$ cat config.mk
export PLATFORM = sky130hd
export DESIGN_NAME = iba_front
export DESIGN_NICKNAME = d
export VERILOG_FILES = /design/src/iba_pkg.sv /design/src/iba_front.sv
export SDC_FILE = /design/constraint.sdc
export NUM_CORES = 1
export LEC_CHECK = 0
export BUFFER_PORTS_ARGS = -buffer_cell sky130_fd_sc_hd__buf_2
export CAP_MARGIN = 0
export CORE_UTILIZATION = 65
export DETAILED_ROUTE_END_ITERATION = 16
export GPL_ROUTABILITY_DRIVEN = 0
export PLACE_DENSITY = 0.95
export SETUP_SLACK_MARGIN = 0.15
export SLEW_MARGIN = 20
export SYNTH_ARGS = -nofsm -noshare
export SYNTH_HDL_FRONTEND = slang
export SYNTH_SLANG_ARGS = --single-unit
$ cat constraint.sdc
create_clock -name clk -period 0.8 [get_ports clk]
set_clock_uncertainty 0.05 [all_clocks]
set_input_delay 0 -clock clk [delete_from_list [all_inputs] [get_ports clk]]
set_output_delay 0 -clock clk [all_outputs]
set_load 0.03 [all_outputs]
$ cat src/iba_pkg.sv
`timescale 1ns / 1ps
// ----------------------------------------------------------------------------
// iba_pkg: shared definitions for the integer binary-op ALU
// Opcodes, status codes, default width and the control word that rides
// along the cell chain.
// ----------------------------------------------------------------------------
package iba_pkg;

	localparam int DATA_WIDTH_DEF = 32;

	typedef enum logic [4:0] {
		OP_MUL  = 5'd0,
		OP_DIV  = 5'd1,
		OP_ADD  = 5'd2,
		OP_SUB  = 5'd3,
		OP_EQ   = 5'd4,
		OP_NE   = 5'd5,
		OP_GT   = 5'd6,
		OP_LT   = 5'd7,
		OP_GE   = 5'd8,
		OP_LE   = 5'd9,
		OP_LAND = 5'd10,
		OP_LOR  = 5'd11,
		OP_OR   = 5'd12,
		OP_XOR  = 5'd13,
		OP_AND  = 5'd14,
		OP_SRA  = 5'd15,
		OP_SHL  = 5'd16
	} op_t;

	typedef enum logic [1:0] {
		STATUS_OK      = 2'd0,
		STATUS_NOT_NUM = 2'd1,
		STATUS_DIV0    = 2'd2
	} status_t;

	// control word carried next to the data through every cell
	typedef struct packed {
		logic    valid;
		status_t status;
		logic    is_mul;  // cells run one shift-add step
		logic    is_div;  // cells run one restoring-divide step
		logic    neg_q;   // quotient sign fix at the end
	} ctl_t;

endpackage

$ cat src/iba_front.sv
`timescale 1ns / 1ps
// ----------------------------------------------------------------------------
// iba_front: operand decode stage
// Checks operands, computes the ops that need no cell chain and loads the cell chain
// for multiply and divide. One registered stage.
// ----------------------------------------------------------------------------
module iba_front import iba_pkg::*; #(
	parameter int W = DATA_WIDTH_DEF
) (
	input  logic                clk,
	input  logic                arst_n,
	input  logic                start,
	input  logic [4:0]          operation,
	input  logic signed [W-1:0] left_value,
	input  logic signed [W-1:0] right_value,
	input  logic                left_is_number,
	input  logic                right_is_number,
	output ctl_t                ctl_s1,
	output logic [W-1:0]        a_s1,
	output logic [W-1:0]        b_s1,
	output logic [W-1:0]        c_s1
);

	ctl_t         ctl_d;
	logic [W-1:0] a_d, b_d, c_d;
	logic [W-1:0] l_mag, r_mag;
	logic [4:0]   shamt;

	assign shamt = right_value[4:0];
	assign l_mag = left_value[W-1]  ? (-left_value)  : left_value;
	assign r_mag = right_value[W-1] ? (-right_value) : right_value;

	always_comb begin
		ctl_d.valid  = start;
		ctl_d.status = STATUS_OK;
		ctl_d.is_mul = 1'b0;
		ctl_d.is_div = 1'b0;
		ctl_d.neg_q  = left_value[W-1] ^ right_value[W-1];
		a_d = '0;
		b_d = '0;
		c_d = '0;
		if (!left_is_number || !right_is_number) begin
			ctl_d.status = STATUS_NOT_NUM;
		end else begin
			case (op_t'(operation))
				OP_MUL: begin
					ctl_d.is_mul = 1'b1;
					a_d = left_value;
					b_d = right_value;
				end
				OP_DIV: begin
					if (right_value == '0) begin
						ctl_d.status = STATUS_DIV0;
					end else begin
						ctl_d.is_div = 1'b1;
						a_d = r_mag;
						b_d = l_mag;
					end
				end
				OP_ADD:  c_d = left_value + right_value;
				OP_SUB:  c_d = left_value - right_value;
				OP_EQ:   c_d = {{(W-1){1'b0}}, left_value == right_value};
				OP_NE:   c_d = {{(W-1){1'b0}}, left_value != right_value};
				OP_GT:   c_d = {{(W-1){1'b0}}, left_value >  right_value};
				OP_LT:   c_d = {{(W-1){1'b0}}, left_value <  right_value};
				OP_GE:   c_d = {{(W-1){1'b0}}, left_value >= right_value};
				OP_LE:   c_d = {{(W-1){1'b0}}, left_value <= right_value};
				OP_LAND: c_d = {{(W-1){1'b0}}, (left_value != '0) && (right_value != '0)};
				OP_LOR:  c_d = {{(W-1){1'b0}}, (left_value != '0) || (right_value != '0)};
				OP_OR:   c_d = left_value | right_value;
				OP_XOR:  c_d = left_value ^ right_value;
				OP_AND:  c_d = left_value & right_value;
				// only the low five bits of right_value set the shift amount
				OP_SRA:  c_d = left_value >>> shamt;
				OP_SHL:  c_d = left_value << shamt;
				default: c_d = '0;
			endcase
		end
	end

	always_ff @(posedge clk or negedge arst_n) begin
		if (!arst_n) begin
			ctl_s1 <= '0;
		end else begin
			ctl_s1 <= ctl_d;
		end
	end

	always_ff @(posedge clk) begin
		a_s1 <= a_d;
		b_s1 <= b_d;
		c_s1 <= c_d;
	end

endmodule

==> out/metrics.yaml, run 1 <==
postCtsHoldBufs: 2
synth.top_cells.by_area: "dfxtp_1 (15%), mux4_2 (10%), ha_1 (9.5%)"
cts_buffers: 9
clockBufferDepth: 2
dp_cells: 2537
synth_cell_types: 85
hpwlAfterDp_mm: 60.5
dieWidth_um: 144
ys.warnings.count: 0
synth-seq-cells: 102
cts_sinks: 102
cts_root_buf: "clkbuf_16"
tool.error: "[ERROR DPL-0038] Utilization greater than 100%, impossible to legalize"
syn_nets: 1912
syn_area_um2: 13000
async_reset_ff_share_pct: 5.88
synth_edf_count: 0
cts_resized: 629
yosys.area.top_type: "dfxtp_1"
haltStage: "clock tree synthesis"
synth.top_cell.area_share_pct: 14.7
port_buffers: 175
status: "aborted with a tool error"
start_util_pct: 66.6
seq_area_frac_synth_pct: 15.9
rows: 51
ys.flop_type: "dfxtp_1"
ios: 176
syn_avg_cell_area_um2: 7.51
synth_cells: 1737
die-height_um: 144
htree_num_levels: 3
post_cts_buffers: 60
==> metrics by stage <==
stage                     setup WS (ns)  cell area [um2]  TNS, ns  hold slack, ns  util [%]
after floorplan                   -2.05            13600  -178.29          -0.346         -
after global placement            -2.09            18000  -181.98          -0.229      91.7
after detailed placement          -2.34            18000  -196.04          -0.218      91.7
==> synthesized netlist by cell type, types with 5 or more instances <==
cell type    n
a211o_1      5
a211oi_1    11
a21o_1      14
a21oi_1    114
a221oi_1    20
a22oi_1     82
a31oi_1     18
and2_1       6
buf_1       15
buf_2       16
clkbuf_1   126
dfrtp_1      6
dfxtp_1     96
ha_1        99
inv_1      107
mux2_2       7
mux2i_1     55
mux4_2      58
nand2_1    109
nand2b_1     9
nand3_1     23
nand4_1     18
nor2_1     227
nor2b_1     13
nor3_1      39
nor4_1      17
o211ai_1    24
o21a_1       8
o21ai_0    127
o21bai_1    14
o22ai_1     20
o311ai_0     8
o31ai_1     25
o41ai_1      8
or2_2        6
or3_1       15
or4_1        7
xnor2_1     81
==> logic make-up after synthesis <==
family                     synth area share [%]
AOI/OAI and AO/OA                          27.7
and+or+nand+nor                            18.2
adders and majority gates                  9.89
muxes                                      14.8
xor gates and xnor gates                   5.64
buffers and inverters                      7.89
DFF                                        15.9
==> run 2: changes to the inputs <==
--- a/config.mk
+++ b/config.mk
@@ -7,11 +7,10 @@
 export LEC_CHECK = 0
 export BUFFER_PORTS_ARGS = -buffer_cell sky130_fd_sc_hd__buf_2
 export CAP_MARGIN = 0
-export CORE_UTILIZATION = 65
+export CORE_UTILIZATION = 40
 export DETAILED_ROUTE_END_ITERATION = 16
 export GPL_ROUTABILITY_DRIVEN = 0
-export PLACE_DENSITY = 0.95
-export SETUP_SLACK_MARGIN = 0.15
+export PLACE_DENSITY_LB_ADDON = 0.15
 export SLEW_MARGIN = 20
 export SYNTH_ARGS = -nofsm -noshare
 export SYNTH_HDL_FRONTEND = slang
==> run 2 against run 1 <==
The flow now finishes, with violations (hold timing, setup timing). Synthesized cell count stayed put. Synthesized area unchanged.
==> out/metrics.yaml, run 2 <==
gr-total-overflow: 0
synth.top_cells.by_area: "dfxtp_1 (15%), mux4_2 (10%), ha_1 (9.5%)"
antenna_found_initial: 0
cts_tree: "yes"
yosys.area.top_type: "dfxtp_1"
die-height_um: 183  # +27%
area_growth_pct: 73.3
synth_cells: 1737  # unchanged
setup_viol: 201
drtPass1Iterations: 10
syn_area_um2: 13000  # unchanged
rows: 65  # +27%
synth_cell_types: 85  # unchanged
fin_hold_ws_ns: -0.0394
cts_buffers: 9  # unchanged
rsz0062_at_grt: "yes"
drc: 0
final_common_cell: "buf_4"
grt_first_pass_wirelength_mm: 101
ios: 176  # unchanged
syn_avg_cell_area_um2: 7.51  # unchanged
drt_wl_total_mm: 70.7
status: "finished, violations left"
cp-start-kind: "input pin"
final.period_utilization_pct: 314
ant_nets: 0
hold_path.class: "in2reg"
syn_nets: 1912  # unchanged
final_layout_size_suffix_gt1_share_pct: 54.6
crit_chain: "buf_8, clkinvlp_4, ha_4, nor3_4, nand3_2, buf_6, a2111oi_4, nor4_4, nor4_1, buf_4, o21ai_1, xnor2_1, o211ai_1, and3_1"
cp_data_required_time_ns: 1.04
finalHoldViolCount: 4
drtIter0Drc: 2702
grt_pass1_vias: 17100
grtUsageTotal_pct: 40.1
worstMarginPinSlew_ns: 0.845
dieArea_um2: 33300
cpMaxStageDelayCell: "a2111oi_4"
setup_tns_ns: -153.88
post_drt_wl_per_cell_um: 24.8
violations: "hold timing, setup timing"
timing.final.crit_period_ns: 2.51
grt_max_degree: 75
htree_num_levels: 3  # unchanged
core-area_um2: 31800
cts_root_buf: "clkbuf_16"
yosysMostFrequentCell: "nor2_1"
path_clk_slew_ns: 0.08
ys.flop_type: "dfxtp_1"
cts_sinks: 102  # unchanged
antennaDiodeCount: 0
via_per_inst: 6.29
clockBufferDepth: 2  # unchanged
vias: 18000
synth_edf_count: 0  # unchanged
crit_buf_inv: 4
critPathMaxFanout: 4
cp_data_arrival_time_ns: 2.75
start_util_pct: 41.0  # -26 points
power.density_nw_per_um2: 1020
worst-setup-path-type: "in2reg"
synth.top_cell.area_share_pct: 14.7  # unchanged
clock.fmax_mhz: 398
nets: 2591
critPathMaxStageDelay_ns: 0.41
cp_top_family: "simple AND/OR/NAND/NOR gates"
dieWidth_um: 183  # +27%
finalMaxSlewViolations: 0
async_reset_ff_share_pct: 5.88  # unchanged
final_cell_mix: "buf_4 (544), nor2_1 (204), buf_6 (173), nand2_1 (104), dfxtp_2 (95)"
slew_headroom_pct: 43.7
setup_ws_ns: -1.71
seq_area_frac_synth_pct: 15.9  # unchanged
peakVddDrop_uv: 1260
hpwlAfterDp_mm: 49.4  # -18%
maxCapViolCount: 0
p_leak_uw: 0.00954
finalCoreUtilization_pct: 71.1
synth_commonest_cells: "nor2_1 (227), o21ai_0 (127), clkbuf_1 (126)"
ys.warnings.count: 0  # unchanged
largestRegisters: "a_s1 (32), b_s1 (32), c_s1 (32)"
synth-seq-cells: 102  # unchanged
end_kind: "flip-flop"
port_buffers: 175  # unchanged
-- run 2: what timing repair did --
action / CTS / global route
buffers inserted: 62 / 56
endpoints found under the hold margin: 22 / 6
hold buffers: 6 / 1
gates resized for setup: 670 / 178
endpoints found under the setup margin: 201 / 201
gates cloned: 11 / 1
pin swaps: 115 / 137
-- run 2: where the power goes --
part	leakage (uW)	total, uW	internal (uW)	switching, uW
Sequential	0.000898	5130	5110	15.7
Clock	0.000149	4730	2410	2320
Combinational	0.00850	13200	6090	7090
Total	0.00954	23000	13600	9430
-- run 2: through the flow --
step	power, uW	hold WS [ns]	cells	cell area, um2	setup slack [ns]
after floorplan	10700	-0.346	1737	13600	-2.05
after global placement	15300	-0.226	2728	18300	-2.21
after detailed placement	15400	-0.223	2728	18300	-2.22
after CTS	21600	-0.0427	2817	21600	-1.70
after global routing	23800	-0.0368	2856	22600	-1.79
final	23000	-0.0394	2856	22600	-1.71
-- run 2: layer usage --
| metal | GRT usage (%) | vias up | part of all wire, % |
|---|---|---|---|
| li1 | - | 7709 | - |
| met2 | 63.0 | 1484 | 44 |
| met1 | 47.6 | 8338 | 35 |
| met3 | 10.1 | 427 | 12 |
| met5 | 0 | - | 0.059 |
| met4 | 29.1 | 2 | 9.2 |
-- run 2: tightest hold or removal path: stages --
cell	delay, ns
buf_2	0.09
buf_4	0.13
a22oi_2	0.07
nor2_1	0.07
-- run 2: final timing paths --
check                                start   endpoint  cells after the start
max                        right_value[14]    c_s1[0]                     14
min                        right_value[28]   b_s1[28]                      4
max in group asynchronous           arst_n  ctl_s1[4]                      3
min in group asynchronous           arst_n  ctl_s1[1]                      3
-- run 2: logic make-up after synthesis --
logic type	count (synthesis)	synth area share, %
compound gates	550	27.7
flops	102	15.9
fa+ha+maj	102	9.89
simple gates	512	18.2
xor+xnor	84	5.64
mux	120	14.8
buf+inv	267	7.89
-- run 2: layout make-up --
| type | count | area, um2 |
|---|---|---|
| sequential | 102 | 2190 |
| timing repair buffer | 826 | 7290 |
| multi-input combinational | 1368 | 11800 |
| clock buffer | 11 | 264 |
| fill | 2322 | 9190 |
| clock inverter | 5 | 37.5 |
| inverter | 109 | 467 |
| tap | 435 | 544 |
Note: power is estimated with default switching activity, not from simulation.
