## src/iba_pkg.sv

```systemverilog
`timescale 1ns / 1ps
// ----------------------------------------------------------------------------
// iba_pkg: shared definitions for the integer binary-op ALU
// Opcodes, status codes, default width and the control word that rides
// along the cell chain.
// ----------------------------------------------------------------------------
package iba_pkg;

	localparam int DATA_WIDTH_DEF = 32;

	typedef enum logic [4:0] {
		OP_MUL  = 5'd0,
		OP_DIV  = 5'd1,
		OP_ADD  = 5'd2,
		OP_SUB  = 5'd3,
		OP_EQ   = 5'd4,
		OP_NE   = 5'd5,
		OP_GT   = 5'd6,
		OP_LT   = 5'd7,
		OP_GE   = 5'd8,
		OP_LE   = 5'd9,
		OP_LAND = 5'd10,
		OP_LOR  = 5'd11,
		OP_OR   = 5'd12,
		OP_XOR  = 5'd13,
		OP_AND  = 5'd14,
		OP_SRA  = 5'd15,
		OP_SHL  = 5'd16
	} op_t;

	typedef enum logic [1:0] {
		STATUS_OK      = 2'd0,
		STATUS_NOT_NUM = 2'd1,
		STATUS_DIV0    = 2'd2
	} status_t;

	// control word carried next to the data through every cell
	typedef struct packed {
		logic    valid;
		status_t status;
		logic    is_mul;  // cells run one shift-add step
		logic    is_div;  // cells run one restoring-divide step
		logic    neg_q;   // quotient sign fix at the end
	} ctl_t;

endpackage

```

## src/iba_cell.sv

```systemverilog
`timescale 1ns / 1ps
// ----------------------------------------------------------------------------
// iba_cell: one step of the multiply / divide chain
// Multiply: acc += mplier[0] ? mcand : 0, then shift the pair.
// Divide: one restoring step, quotient bit shifted into the dividend word.
// Other ops pass straight through.
// ----------------------------------------------------------------------------
module iba_cell import iba_pkg::*; #(
	parameter int W = DATA_WIDTH_DEF
) (
	input  logic         clk,
	input  logic         arst_n,
	input  ctl_t         ctl_in,
	input  logic [W-1:0] a_in,   // mcand / divisor
	input  logic [W-1:0] b_in,   // mplier / dividend-quotient
	input  logic [W-1:0] c_in,   // product acc / partial remainder
	output ctl_t         ctl_out,
	output logic [W-1:0] a_out,
	output logic [W-1:0] b_out,
	output logic [W-1:0] c_out
);

	logic [W-1:0] rem_sh;
	logic [W:0]   diff;
	logic         fits;
	logic [W-1:0] a_d, b_d, c_d;

	// remainder stays below the divisor, so its top bit is always clear
	assign rem_sh = {c_in[W-2:0], b_in[W-1]};
	assign diff   = {1'b0, rem_sh} - {1'b0, a_in};
	assign fits   = ~diff[W];

	always_comb begin
		a_d = a_in;
		b_d = b_in;
		c_d = c_in;
		if (ctl_in.is_div) begin
			c_d = fits ? diff[W-1:0] : rem_sh;
			b_d = {b_in[W-2:0], fits};
		end else if (ctl_in.is_mul) begin
			c_d = c_in + (b_in[0] ? a_in : '0);
			a_d = {a_in[W-2:0], 1'b0};
			b_d = {1'b0, b_in[W-1:1]};
		end
	end

	always_ff @(posedge clk or negedge arst_n) begin
		if (!arst_n) begin
			ctl_out <= '0;
		end else begin
			ctl_out <= ctl_in;
		end
	end

	always_ff @(posedge clk) begin
		a_out <= a_d;
		b_out <= b_d;
		c_out <= c_d;
	end

endmodule
```

## config.mk

```make
export PLATFORM = sky130hd
export DESIGN_NAME = iba_cell
export DESIGN_NICKNAME = d
export VERILOG_FILES = /design/src/iba_pkg.sv /design/src/iba_cell.sv
export SDC_FILE = /design/constraint.sdc
export NUM_CORES = 1
export LEC_CHECK = 0
export BUFFER_PORTS_ARGS = -buffer_cell sky130_fd_sc_hd__buf_2
export CAP_MARGIN = 5
export CORE_MARGIN = 2
export CORE_UTILIZATION = 35
export CTS_CLUSTER_DIAMETER = 30
export DETAILED_ROUTE_END_ITERATION = 6
export GPL_ROUTABILITY_DRIVEN = 1
export GPL_TIMING_DRIVEN = 0
export PLACE_DENSITY = 0.67
export SETUP_SLACK_MARGIN = 0.2
export SLEW_MARGIN = 20
export SYNTH_ARGS = -nofsm -noshare
export SYNTH_HDL_FRONTEND = slang
export SYNTH_SLANG_ARGS = --single-unit
export TNS_END_PERCENT = 10
```

## constraint.sdc

```tcl
create_clock -name clk -period 0.8 [get_ports clk]
set_input_delay 0.08 -clock clk [delete_from_list [all_inputs] [get_ports clk]]
set_output_delay 0.08 -clock clk [all_outputs]
set_load 0.1 [all_outputs]
```

Word level (Yosys, flattened, before mapping)
Cells that the tools add are included.
Cells by class
  add/subtract/negate cells: 2
  multiplexer cells: 8
  bitwise logic cells: 1
Operators by type and width (count)
  2-to-1 mux 32 bit: 8
  subtractor 32 x 32 -> 33 bit: 1
  adder 32 bit: 1
  NOT 1 bit: 1
Word-level totals
  register bits after elaboration: 102
  input bits: 104
  output and inout port bits: 102

Logic depth before layout (Yosys ltp)
Gate-level depths: netlist (run 1).
  word-level depth: 4
  mapped depth: 14
  depth with buffers taken out: 12

Worst setup path after synthesis (run 1)
No wires, ideal clock.
  path type: input to register
  from: input port a_in[0]
  to: register c_out[26]
  arrival time: 2.615 ns
  data required time: 0.678 ns
  slack: -1.937 ns
  stages on the path: 12
  path through: and2_1 -> ha_1 -> fa_1 -> a21oi_1 -> o21ai_2 -> a2111oi_4 -> o21a_4 -> nor4_4 -> o21a_1 -> a31oi_1 -> mux2_2 -> o311a_1
On the way
  longest elaborated chain between the ends: 4
Ends and longest elaborated chain
  from (decl): line iba_cell.sv:14  | input logic [W-1:0] a_in,
  2-to-1 mux 32 bit: line iba_cell.sv:41  | c_d = c_in + (b_in[0] ? a_in : '0);
  adder 32 bit: line iba_cell.sv:41
  2-to-1 mux 32 bit: line iba_cell.sv:40  | end else if (ctl_in.is_mul) begin
  2-to-1 mux 32 bit *: line iba_cell.sv:37  | if (ctl_in.is_div) begin
  net c_d[26]: line iba_cell.sv:26  | logic [W-1:0] a_d, b_d, c_d;
  to (signal assigned): line iba_cell.sv:58  | c_out <= c_d;
  to (decl): line iba_cell.sv:20  | output logic [W-1:0] c_out
The timed path passes the listed nets; every way through them passes the cells marked *.

Worst setup path after layout (run 1)
  from: input port b_in[0]
  to: register c_out[24]
On the way
  longest elaborated chain between the ends: 4
Ends and longest elaborated chain
  from (decl): line iba_cell.sv:15  | input logic [W-1:0] b_in,
  2-to-1 mux 32 bit: line iba_cell.sv:41
  adder 32 bit: line iba_cell.sv:41
  2-to-1 mux 32 bit: line iba_cell.sv:40
  2-to-1 mux 32 bit: line iba_cell.sv:37
  net c_d[24]: line iba_cell.sv:26
The timed path passes the listed nets, and every way through them passes these cells.

==> summary.md, run 1 <==
| Metric | Value |
|---|---|
| Status | finished, violations left |
| Failing checks | hold timing, setup timing |
| YS warnings | 0 |
| Worst setup startpoint | b_in[0] |
| Main synth FF type | dfxtp_1 |
| Syn Inst Count | roughly 950 |
| Register area | 2190 sq um |
| H-tree lvl count | 3 |
| Clock transition at path regs | 0.09 ns |
| Psw | roughly 0.011 W |
| FF+latch count, synth | between 100 and 150 |
| Tot Pwr | 0.0237 W |
| Iter 0 DRT Violations | 547 |
| Syn nets | roughly 1100 |
| Combinational Power Share | between 50 and 60% |
| Global route overflow | 0 |
| CP top delay family | compound AO/OA/AOI/OAI gates |
| Antenna Nets Post-Route | 0 |
| Cts bufs inserted | 9 |
| Vias in the first global route | 8183 |
| Most frequent cell after synthesis | nand2_1 |
| 1st-pass router iterations | 7 |
| Fin. Hold Viols | 56 |
| Multi-input gate area in the final layout | around 6000 sq um |
| Vias/cell | 5.49 |
| Fillcell total | 1731 |
| Rows | 53 |
| Post-DP HPWL | 19800 um |
| Sequential fraction of design power | 26.3% |
| Critical Path End Type | flip-flop |
| Total track usage | between 20% and 30% |
| Cell Chain, Critical Path | buf_12 -> and2_4 -> ha_4 -> fa_2 -> a21oi_2 -> o21ai_2 -> a2111oi_4 -> o21a_4 -> nor4_4 -> o21a_1 -> buf_4 -> a31oi_4 -> mux2i_1 -> nand3_1 |
| Post-synth EDFFs | 0 |
| Period utilization | 309% |
| Slowest-stage cell, CP | a2111oi_4 |
| Worst path bufs/invs | 2 |
| Max_slew headroom | 50.2% |
| CTS Root Cell | clkbuf_16 |
| Clk buf depth | 2 |
| Power share of the clock group | 19.9% |
| DIE AREA | 22700 sq um |
| Final worst slack | -1.67 ns |
| DR vias | around 8300 |
| Max cap viols | 0 |
| RSZ-0062 raised after global routing | yes |
| First-pass GRT wire length | 43100 um |
| DRC viols | 0 |
| Sw Share | 45.0% |
| Initial antenna violation count | 0 |
| Hold_ws | -0.0690 ns |
| Port-buffer cells | 205 |
| Cts hold-fix bufs | 7 |
| Library cells used by synthesis | 77 |
| Measured slew at the worst slew-check pin | 0.747 ns |
| Yosys top cell area share | approximately 26% |
| Inserted Diodes | 0 |
| Sink Count | 102 |
| Post-Place Cells | 1432 |
| Mapped cell area | 7530 sq um |
| Synth top cells by count | nand2_1 (132), o21ai_0 (99), dfxtp_1 (96) |
| Startpoint class of the critical path | primary input |
| Width of the die | between 150 and 200 um |
| Setup CP Type | in2reg |
| Largest net degree at the start of global routing | 22 |
| Core box area | 21100 sq um |
| Nets | 1393 |
| CTS tree | done |
| Crit-path max cell delay | between 0.3 and 0.4 ns |
| WP data arrival | between 2 and 3 ns |
| Register area share after synthesis | 27.5% |
| Worst-path maximum fanout | 6 |
| HP Start | a_in[4] |
| Setup violators final | about 180 |
| Slew Viols, Final | 0 |
| Synth area leaders | dfxtp_1 (26%), ha_1 (10%), nand2_1 (6.6%), o21ai_0 (6.6%), a21oi_1 (5.7%) |
| Chip height | 151 um |
| RD Place Congestion | approximately 0.9 |
| PwrDens | around 1900 nW/um^2 |
| Sink of the worst hold path | a_out[5] |
| Worst endpoint required time | 1.01 ns |
| Tmin final | 2.47 ns |
| Io pins | slightly above 200 |
| Leak | 5.49 nW |
| Cell taking the most area after synthesis | dfxtp_1 |
| Maximum VDD drop | 0.994 mV |
| Synthesis-to-layout area growth | 66.6% |
| Initial core utilization | 35.7% |
| Pint | 0.0130 W |
| Routed length per placed instance | 19.3 um |
| Share of layout cells above drive strength 1 | 44.3% |
| Post-Layout Cell Count | roughly 1500 |
| Drt total wl | just under 30000 um |
| FMAX | 405 MHz |
| Hold depth | 3 |
| FFs w/ async S/R, synth | 5.88% |
| Hold Crit Class | in2reg |
| Syn_area_per_cell | just under 8 sq um |
-- tightest hold or removal path, cell delays in order --
cell     delay (ns)
buf_2          0.10
nand2_1        0.04
o21ai_0        0.05
-- cell families after synthesis --
kind of cell / share of synthesized area (%)
AO/OA/AOI/OAI: 27.9
AND/OR/NAND/NOR: 18.7
flip-flops: 27.5
buffers and inverters: 5.14
adder cells (fa/ha/maj): 11.0
XOR/XNOR: 4.54
multiplexers: 5.20
-- how the worst max path moves through the flow --
stage / to / slack [ns] / depth (start not counted)
5_1_grt: c_out[24] / -1.72 / 14
6_report: c_out[24] / -1.67 / 14
2_1_floorplan: c_out[26] / -1.71 / 12
4_1_cts: c_out[26] / -1.69 / 13
3_5_place_dp: c_out[26] / -2.40 / 13
3_3_place_gp: c_out[26] / -2.40 / 13
-- cell usage in the layout, fill, tap and decap left out, types with 8 or more instances in the layout --
cell / instances
a211oi_1: 12
a21o_1: 23
a21oi_1: 62
a21oi_2: 19
and2_1: 26
buf_12: 110
buf_2: 100
buf_4: 37
buf_6: 12
clkbuf_1: 12
clkbuf_16: 12
clkbuf_4: 8
dfxtp_2: 95
ha_1: 44
ha_4: 16
inv_1: 42
mux2i_1: 35
nand2_1: 118
nand2_4: 9
nand3_1: 10
nand4_1: 8
nor2_1: 29
nor2b_1: 15
nor3_1: 15
o211ai_1: 9
o21a_1: 12
o21ai_0: 78
o21ai_1: 19
o21ai_2: 11
or3_1: 8
xnor2_1: 25
xor2_1: 14
-- final cells by class --
cell class / instances / area share, %
tap: 275 / 2.74
buffer: 44 / 3.39
clock buffer: 9 / 1.80
inverter: 47 / 1.48
multi-input combinational: 759 / 46.8
timing repair buffer: 261 / 25.5
sequential: 102 / 17.5
clock inverter: 7 / 0.708
-- metal layers --
metal | share of wire, % | global-route usage [%] | vias up
met5 | 0 | 0 | -
met4 | 2.9 | 9.02 | 0
met3 | 6.9 | 4.15 | 70
met2 | 48 | 41.0 | 352
met1 | 42 | 31.4 | 3879
li1 | - | - | 3958
-- through the flow --
| step | TNS [ns] | hold slack (ns) | area (sq um) | setup WS [ns] | utilization (%) |
|---|---|---|---|---|---|
| floorplan | -109.10 | -0.216 | 7750 | -1.71 | - |
| global placement | -175.26 | -0.0951 | 9120 | -2.40 | 43.3 |
| detailed placement | -175.62 | -0.0936 | 9120 | -2.40 | 43.3 |
| CTS | -83.78 | -0.0688 | 12000 | -1.69 | 56.9 |
| global route | -85.66 | -0.0605 | 12500 | -1.72 | 59.5 |
| finish | -78.94 | -0.0690 | 12500 | -1.67 | 59.5 |
-- power groups by stage --
stage / registers [W] / clock network, W / logic (W)
6_report: 0.00622 / 0.00470 / 0.0127
5_1_grt: 0.00627 / 0.00495 / 0.0133
4_1_cts: 0.00620 / 0.00470 / 0.0120
3_5_place_dp: 0.00587 / 0 / 0.00936
3_3_place_gp: 0.00587 / 0 / 0.00931
2_1_floorplan: 0.00986 / 0 / 0.00343
-- flip-flops by register name (all words and copies together) (netlist names) --
| name | flops |
|---|---|
| a_out | 32 |
| ctl_out | 6 |
| c_out | 32 |
| b_out | 32 |
-- what timing repair did --
item,in CTS,in global routing
buffers inserted,32,12
gates cloned,4,1
gates resized for setup,637,106
pin swaps,45,49
endpoints found under the setup margin,198,198
hold endpoints to repair,73,44
Note: power is estimated with default switching activity, not from simulation.
==> run 2: changes to the inputs <==
--- a/config.mk
+++ b/config.mk
@@ -13,6 +13,7 @@
 export DETAILED_ROUTE_END_ITERATION = 6
 export GPL_ROUTABILITY_DRIVEN = 1
 export GPL_TIMING_DRIVEN = 0
+export HOLD_SLACK_MARGIN = 0.03
 export PLACE_DENSITY = 0.67
 export SETUP_SLACK_MARGIN = 0.2
 export SLEW_MARGIN = 20
==> constraint.sdc (replaced) <==
create_clock -name clk -period 3 [get_ports clk]
set_input_delay 0.3 -clock clk [delete_from_list [all_inputs] [get_ports clk]]
set_output_delay 0.3 -clock clk [all_outputs]
set_load 0.1 [all_outputs]
==> run 2 against run 1 <==
Compared with the run above:
- the flow now finishes without violations
- sequential power is 75% lower
- combinational power is 80% lower
- total power is 78% lower
- non-clock buffer count is 42 lower
- global-route usage is 2.7 points lower
- worst setup slack better by 1.9 ns
- first-iteration DRC count is 14% lower
- design area is 24% lower
- routed wire length is 14% lower
- largest power group unchanged
==> summary.md, run 2 (synthesis gave the netlist of run 1 again) <==
| Metric | Value |
|---|---|
| Status | complete, no violations (was finished, violations left) |
| Measured slew at the worst slew-check pin | 0.750 ns (was 0.747 ns) |
| 1st-pass router iterations | 5 (was 7) |
| PwrDens | 556 nW/um^2 (was 1890 nW/um^2) |
| CTS tree | done (unchanged) |
| Vias in the first global route | 7423 (was 8183) |
| Nets | 1351 (was 1393) |
| Max_slew headroom | 50.0% (was 50.2%) |
| Inserted Diodes | 0 (unchanged) |
| Fin. Hold Viols | 0 (was 56) |
| Total track usage | 21.7% (was 24.4%) |
| Setup CP Type | in2reg (unchanged) |
| Synthesis-to-layout area growth | 26.9% (was 66.6%) |
| Hold Crit Class | in2reg (unchanged) |
| Period utilization | 93.8% |
| Vias/cell | 5.40 (was 5.49) |
| Register area | 2070 sq um (was 2190 sq um) |
| H-tree lvl count | 3 (unchanged) |
| Hold_ws | 0.0533 ns (was -0.0690 ns) |
| Largest net degree at the start of global routing | 22 (unchanged) |
| Crit-path max cell delay | 0.45 ns (was 0.37 ns) |
| Critical Path End Type | flip-flop (unchanged) |
| Maximum VDD drop | 0.263 mV (was 0.994 mV) |
| Port-buffer cells | 205 (unchanged) |
| Tmin final | approximately 2.8 ns |
| Share of layout cells above drive strength 1 | 24.7% (was 44.3%) |
| Routed length per placed instance | 17.1 um (was 19.3 um) |
| Biggest regs | a_out: 32 flops, b_out: 32 flops, c_out: 32 flops (unchanged) |
| Setup violators final | 0 (was 181) |
| Post-DP HPWL | 19400 um (was 19800 um) |
| Startpoint class of the critical path | primary input (unchanged) |
| Worst endpoint required time | 3.25 ns (was 1.01 ns) |
| Rows | 53 (unchanged) |
| Commonest non-fill, non-tap cell in the layout | buf_2 (was nand2_1) |
| Cts bufs inserted | 9 (unchanged) |
| Most frequent cells in the layout | buf_2 (206), nand2_1 (131), o21ai_0 (97) (was nand2_1 (118), buf_12 (110), buf_2 (100)) |
| First-pass GRT wire length | 38400 um (was 43100 um) |
| DIE AREA | 22700 sq um (unchanged) |
| Global route overflow | 0 (unchanged) |
| Clock transition at path regs | 0.08 ns (was 0.09 ns) |
| FMAX | 355 MHz |
| Antenna Nets Post-Route | 0 (unchanged) |
| Clk buf depth | 2 (unchanged) |
| Drt total wl | 25100 um (was 29000 um) |
| Worst-path maximum fanout | 4 (was 6) |
| WP data arrival | 3.07 ns (was 2.68 ns) |
| Dpl cell area | 8900 sq um (was 9120 sq um) |
| RSZ-0062 raised after global routing | yes (unchanged) |
| CTS Root Cell | clkbuf_16 (unchanged) |
| Slowest-stage cell, CP | a2111oi_4 (unchanged) |
| Width of the die | 151 um (unchanged) |
| Max cap viols | 0 (unchanged) |
| Chip height | 151 um (unchanged) |
| Cell Chain, Critical Path | buf_2 -> and2_4 -> ha_4 -> fa_2 -> a21oi_4 -> o21ai_4 -> a2111oi_4 -> o21a_4 -> nor4_4 -> o21a_1 -> a31oi_1 -> mux2_2 -> o311a_1 (was buf_12 -> and2_4 -> ha_4 -> fa_2 -> a21oi_2 -> o21ai_2 -> a2111oi_4 -> o21a_4 -> nor4_4 -> o21a_1 -> buf_4 -> a31oi_4 -> mux2i_1 -> nand3_1) |
| Design Area, Final | 9560 sq um (was 12500 sq um) |
| Io pins | 206 (unchanged) |
| DR vias | 7888 (was 8259) |
| Iter 0 DRT Violations | 468 (was 547) |
| Slew Viols, Final | 0 (unchanged) |
| DRC viols | 0 (unchanged) |
| Sink Count | 102 (unchanged) |
| Initial core utilization | 35.7% (unchanged) |
| Initial antenna violation count | 0 (unchanged) |
| Leak | 4.44 nW (was 5.49 nW) |
| Multi-input gate area in the final layout | 5250 sq um (was 5870 sq um) |
| Fillcell total | 2143 (was 1731) |
| RD Place Congestion | 0.896 (was 0.900) |
| Core box area | 21100 sq um (unchanged) |
run 2: per-layer routing:
metal	track usage (%)	wire, um
met3	3.42	1500
met4	8.13	534
met2	35.6	11700
met1	28.5	11300
met5	0	0
run 2: timing repair:
item                                   in CTS  in global routing
endpoints found under the hold margin      10                  0
hold buffers                                5                  0
setup buffers                               0                  8
pin swaps                                   3                 24
cloned                                      0                  1
resized for setup                          20                 36
setup endpoints to repair                  29                 27
run 2: layout make-up:
cell class | count | area share [%]
timing repair buffer | 219 | 12.0
buffer | 44 | 2.63
tap | 275 | 3.60
clock buffer | 9 | 2.36
sequential | 102 | 21.7
multi-input combinational | 759 | 54.9
clock inverter | 7 | 0.982
inverter | 47 | 1.85
run 2: stage by stage:
stage	setup slack (ns)	utilization (%)	total power (W)	TNS (ns)	cells
after global placement	-0.457	42.2	0.00399	-9.18	1432
final	0.185	45.3	0.00531	0	1462
after CTS	0.183	44.3	0.00528	0	1453
after global routing	0.157	45.3	0.00556	0	1462
after floorplan	0.208	-	0.00350	0	952
after detailed placement	-0.465	42.2	0.00400	-9.58	1432
run 2: critical path: cells and delay by family:
kind / cells / cell delay, ns
AO/OA/AOI/OAI: 7 / 1.47
adder cells (fa/ha/maj): 2 / 0.59
multiplexers: 1 / 0.36
AND/OR/NAND/NOR: 2 / 0.23
buffers and inverters: 1 / 0.13
run 2: final timing paths:
check / startpoint / to / slack, ns / depth (start not counted)
max in group asynchronous: arst_n / ctl_out[2] / 2.58 / 2
worst max-delay path: a_in[0] / c_out[26] / 0.18 / 13
worst min-delay path: ctl_in[2] / ctl_out[2] / 0.05 / 1
min in group asynchronous: arst_n / ctl_out[1] / 0.27 / 2
run 2: power by group:
part           switching, W  internal (W)
Sequential        0.0000353       0.00150
Clock              0.000629      0.000601
Combinational       0.00189      0.000656
==> run 3: changes to the inputs <==
--- a/config.mk
+++ b/config.mk
@@ -14,7 +14,7 @@
 export GPL_ROUTABILITY_DRIVEN = 1
 export GPL_TIMING_DRIVEN = 0
 export HOLD_SLACK_MARGIN = 0.03
-export PLACE_DENSITY = 0.67
+export PLACE_DENSITY = 0.54
 export SETUP_SLACK_MARGIN = 0.2
 export SLEW_MARGIN = 20
 export SYNTH_ARGS = -nofsm -noshare
==> run 3 against run 2 <==
Compared with the run above:
- fmax increased by 1.2%
- hold slack gained 0.0072 ns
- combinational power hardly changed
- clock-buffer cell count did not move
- design area grew 0.76%
- first-iteration DRC count is 4.7% higher
- largest power group unchanged
- worst setup slack better by 0.033 ns
- non-clock buffer count up 3
- flip-flop and latch count unchanged
- highest routed layer unchanged
- largest cell class unchanged
- clock power is essentially flat
- global-route usage is 0.50 points higher
- sequential power is essentially flat
==> summary.md, run 3 (synthesis gave the netlist of run 1 again) <==
| Metric | Value |
|---|---|
| Hold depth | 1 (unchanged) |
| Critical Path End Type | flip-flop (unchanged) |
| CTS tree | done (unchanged) |
| Core Util, Final | 45.7% (was 45.3%) |
| HP Start | ctl_in[2] (unchanged) |
| Status | complete, no violations (unchanged) |
| Clock transition at path regs | 0.08 ns (about the same) |
| Rows | 53 (unchanged) |
| Antenna Nets Post-Route | 0 (unchanged) |
| Tmin final | 2.78 ns (was 2.82 ns) |
| 1st-pass router iterations | 5 (unchanged) |
| Top Layer Used | met4 (unchanged) |
| Initial antenna violation count | 0 (unchanged) |
| Vias/cell | 5.29 (was 5.40) |
| Power share of the clock group | 23.2% (about the same) |
| Post-Route M1 WL | 12300 um (was 11300 um) |
| Io pins | 206 (unchanged) |
| Sw Share | 48.3% (was 48.1%) |
| Worst endpoint required time | 3.25 ns (about the same) |
| FMAX | 359 MHz (was 355 MHz) |
| Crit-path max cell delay | 0.43 ns (was 0.45 ns) |
| Worst setup startpoint | b_in[0] (was a_in[0]) |
| Maximum VDD drop | 0.285 mV (was 0.263 mV) |
| Core box area | 21100 sq um (unchanged) |
| Post-DP HPWL | 20200 um (was 19400 um) |
| Max cap viols | 0 (unchanged) |
| Nets | 1354 (was 1351) |
| Combinational Power Share | 48.1% (was 47.9%) |
| Share of layout cells above drive strength 1 | 25.5% (was 24.7%) |
| Clk buf depth | 2 (unchanged) |
| RSZ-0062 raised after global routing | yes (unchanged) |
| Design Area, Final | 9630 sq um (was 9560 sq um) |
| Slew Viols, Final | 0 (unchanged) |
| Commonest non-fill, non-tap cell in the layout | buf_2 (unchanged) |
| DRC viols | 0 (unchanged) |
| Measured slew at the worst slew-check pin | 0.763 ns (was 0.750 ns) |
| Sink Count | 102 (unchanged) |
| Startpoint class of the critical path | primary input (unchanged) |
| Iter 0 DRT Violations | 490 (was 468) |
| Total track usage | 22.2% (was 21.7%) |
| Worst path bufs/invs | 1 (unchanged) |
| Pint | 0.00276 W (about the same) |
| Routed length per placed instance | 17.9 um (was 17.1 um) |
| Slowest-stage cell, CP | a2111oi_4 (unchanged) |
| Fin. Hold Viols | 0 (unchanged) |
| Setup CP Type | in2reg (unchanged) |
| Metal3 WL | 1380 um (was 1500 um) |
| Inserted Diodes | 0 (unchanged) |
| DR vias | 7744 (was 7888) |
| Sink of the worst hold path | ctl_out[2] (unchanged) |
| Most frequent cells in the layout | buf_2 (203), nand2_1 (131), dfxtp_1 (96) (was buf_2 (206), nand2_1 (131), o21ai_0 (97)) |
| Max_slew headroom | 49.1% (was 50.0%) |
| H-tree lvl count | 3 (unchanged) |
| Largest net degree at the start of global routing | 22 (unchanged) |
| Vias in the first global route | 7190 (was 7423) |
| Width of the die | 151 um (unchanged) |
| Port-buffer cells | 205 (unchanged) |
| Dpl cell area | 8900 sq um (unchanged) |
| Tot Pwr | 0.00534 W (was 0.00531 W) |
| DIE AREA | 22700 sq um (unchanged) |
| Cell Chain, Critical Path | buf_4 -> and2_4 -> ha_4 -> fa_2 -> a21oi_4 -> o21ai_4 -> a2111oi_4 -> o21a_4 -> nor4_4 -> o21a_1 -> a31oi_1 -> mux2_2 -> o311a_1 (was buf_2 -> and2_4 -> ha_4 -> fa_2 -> a21oi_4 -> o21ai_4 -> a2111oi_4 -> o21a_4 -> nor4_4 -> o21a_1 -> a31oi_1 -> mux2_2 -> o311a_1) |
| Biggest regs | a_out: 32 flops, b_out: 32 flops, c_out: 32 flops (unchanged) |
| Leak | 4.46 nW (was 4.44 nW) |
| Setup TNS | 0 ns (unchanged) |
| RD Place Congestion | 0.862 (was 0.896) |
| Synthesis-to-layout area growth | 27.9% (was 26.9%) |
| Global route overflow | 0 (unchanged) |
| Setup violators final | 0 (unchanged) |
| Period utilization | 92.7% (was 93.8%) |
| CTS Root Cell | clkbuf_16 (unchanged) |
| Hold_ws | 0.0605 ns (was 0.0533 ns) |
| Hold Crit Class | in2reg (unchanged) |
| Initial core utilization | 35.7% (unchanged) |
| Chip height | 151 um (unchanged) |
| Psw | 0.00258 W (was 0.00255 W) |
| CP top delay family | compound AO/OA/AOI/OAI gates (unchanged) |
| First-pass GRT wire length | 38600 um (was 38400 um) |
| Cts bufs inserted | 9 (unchanged) |
| Routed wire length on met2 | 12000 um (was 11700 um) |
| Worst-path maximum fanout | 7 (was 4) |
| Sequential fraction of design power | 28.7% (was 28.9%) |
| Drt total wl | 26200 um (was 25100 um) |
| WP data arrival | 3.04 ns (was 3.07 ns) |
| PwrDens | 555 nW/um^2 (was 556 nW/um^2) |
## run 3: changes by cell type in the layout (fill, tap and decap cells not counted), moves of 2 or more
cell     delta
and2_1      +3
and2_4      -2
buf_2       -3
buf_4       +7
ha_1        -2
o21ai_0     -2
## run 3: power groups by stage
stage                     Sequential [W]  Clock, W  Combinational [W]
after floorplan                  0.00263         0           0.000871
after global placement           0.00156         0            0.00245
after detailed placement         0.00156         0            0.00245
after CTS                        0.00153   0.00127            0.00250
after global routing             0.00155   0.00132            0.00272
final                            0.00153   0.00124            0.00257
## run 3: layout make-up
type / instances / area [sq um]
flip-flops and latches: 102 / 2070
clock buffers: 9 / 225
inverters: 47 / 176
fillers: 2203 / 11500
well taps: 275 / 344
clock inverters: 7 / 88.8
multi-input cells: 759 / 5290
repair buffers: 222 / 1190
plain buffers: 44 / 240
## run 3: timing repair
action | CTS | global route
endpoints found under the hold margin | 8 | 2
setup endpoints to repair | 32 | 26
setup buffers | 2 | 10
resized for setup | 23 | 44
pin swaps | 4 | 21
hold buffers | 3 | 2
## run 3: metrics by stage
step	worst slack, ns	cells
after floorplan	0.208	952
after global placement	-0.551	1432
after detailed placement	-0.542	1432
after CTS	0.138	1453
after global routing	0.158	1465
final	0.218	1465
## run 3: how the worst max path moves through the flow
| stage | slack, ns | cells after the start | end |
|---|---|---|---|
| 6_report | 0.22 | 13 | c_out[26] |
| 5_1_grt | 0.16 | 14 | c_out[25] |
| 4_1_cts | 0.14 | 13 | c_out[26] |
| 3_5_place_dp | -0.54 | 13 | c_out[29] |
| 3_3_place_gp | -0.55 | 13 | c_out[29] |
| 2_1_floorplan | 0.21 | 12 | c_out[26] |
## run 3: metal layers
layer | vias up | GRT usage (%)
met4 | 0 | 6.50
met5 | - | 0
met2 | 226 | 36.3
met3 | 34 | 3.42
li1 | 3896 | -
met1 | 3588 | 30.1
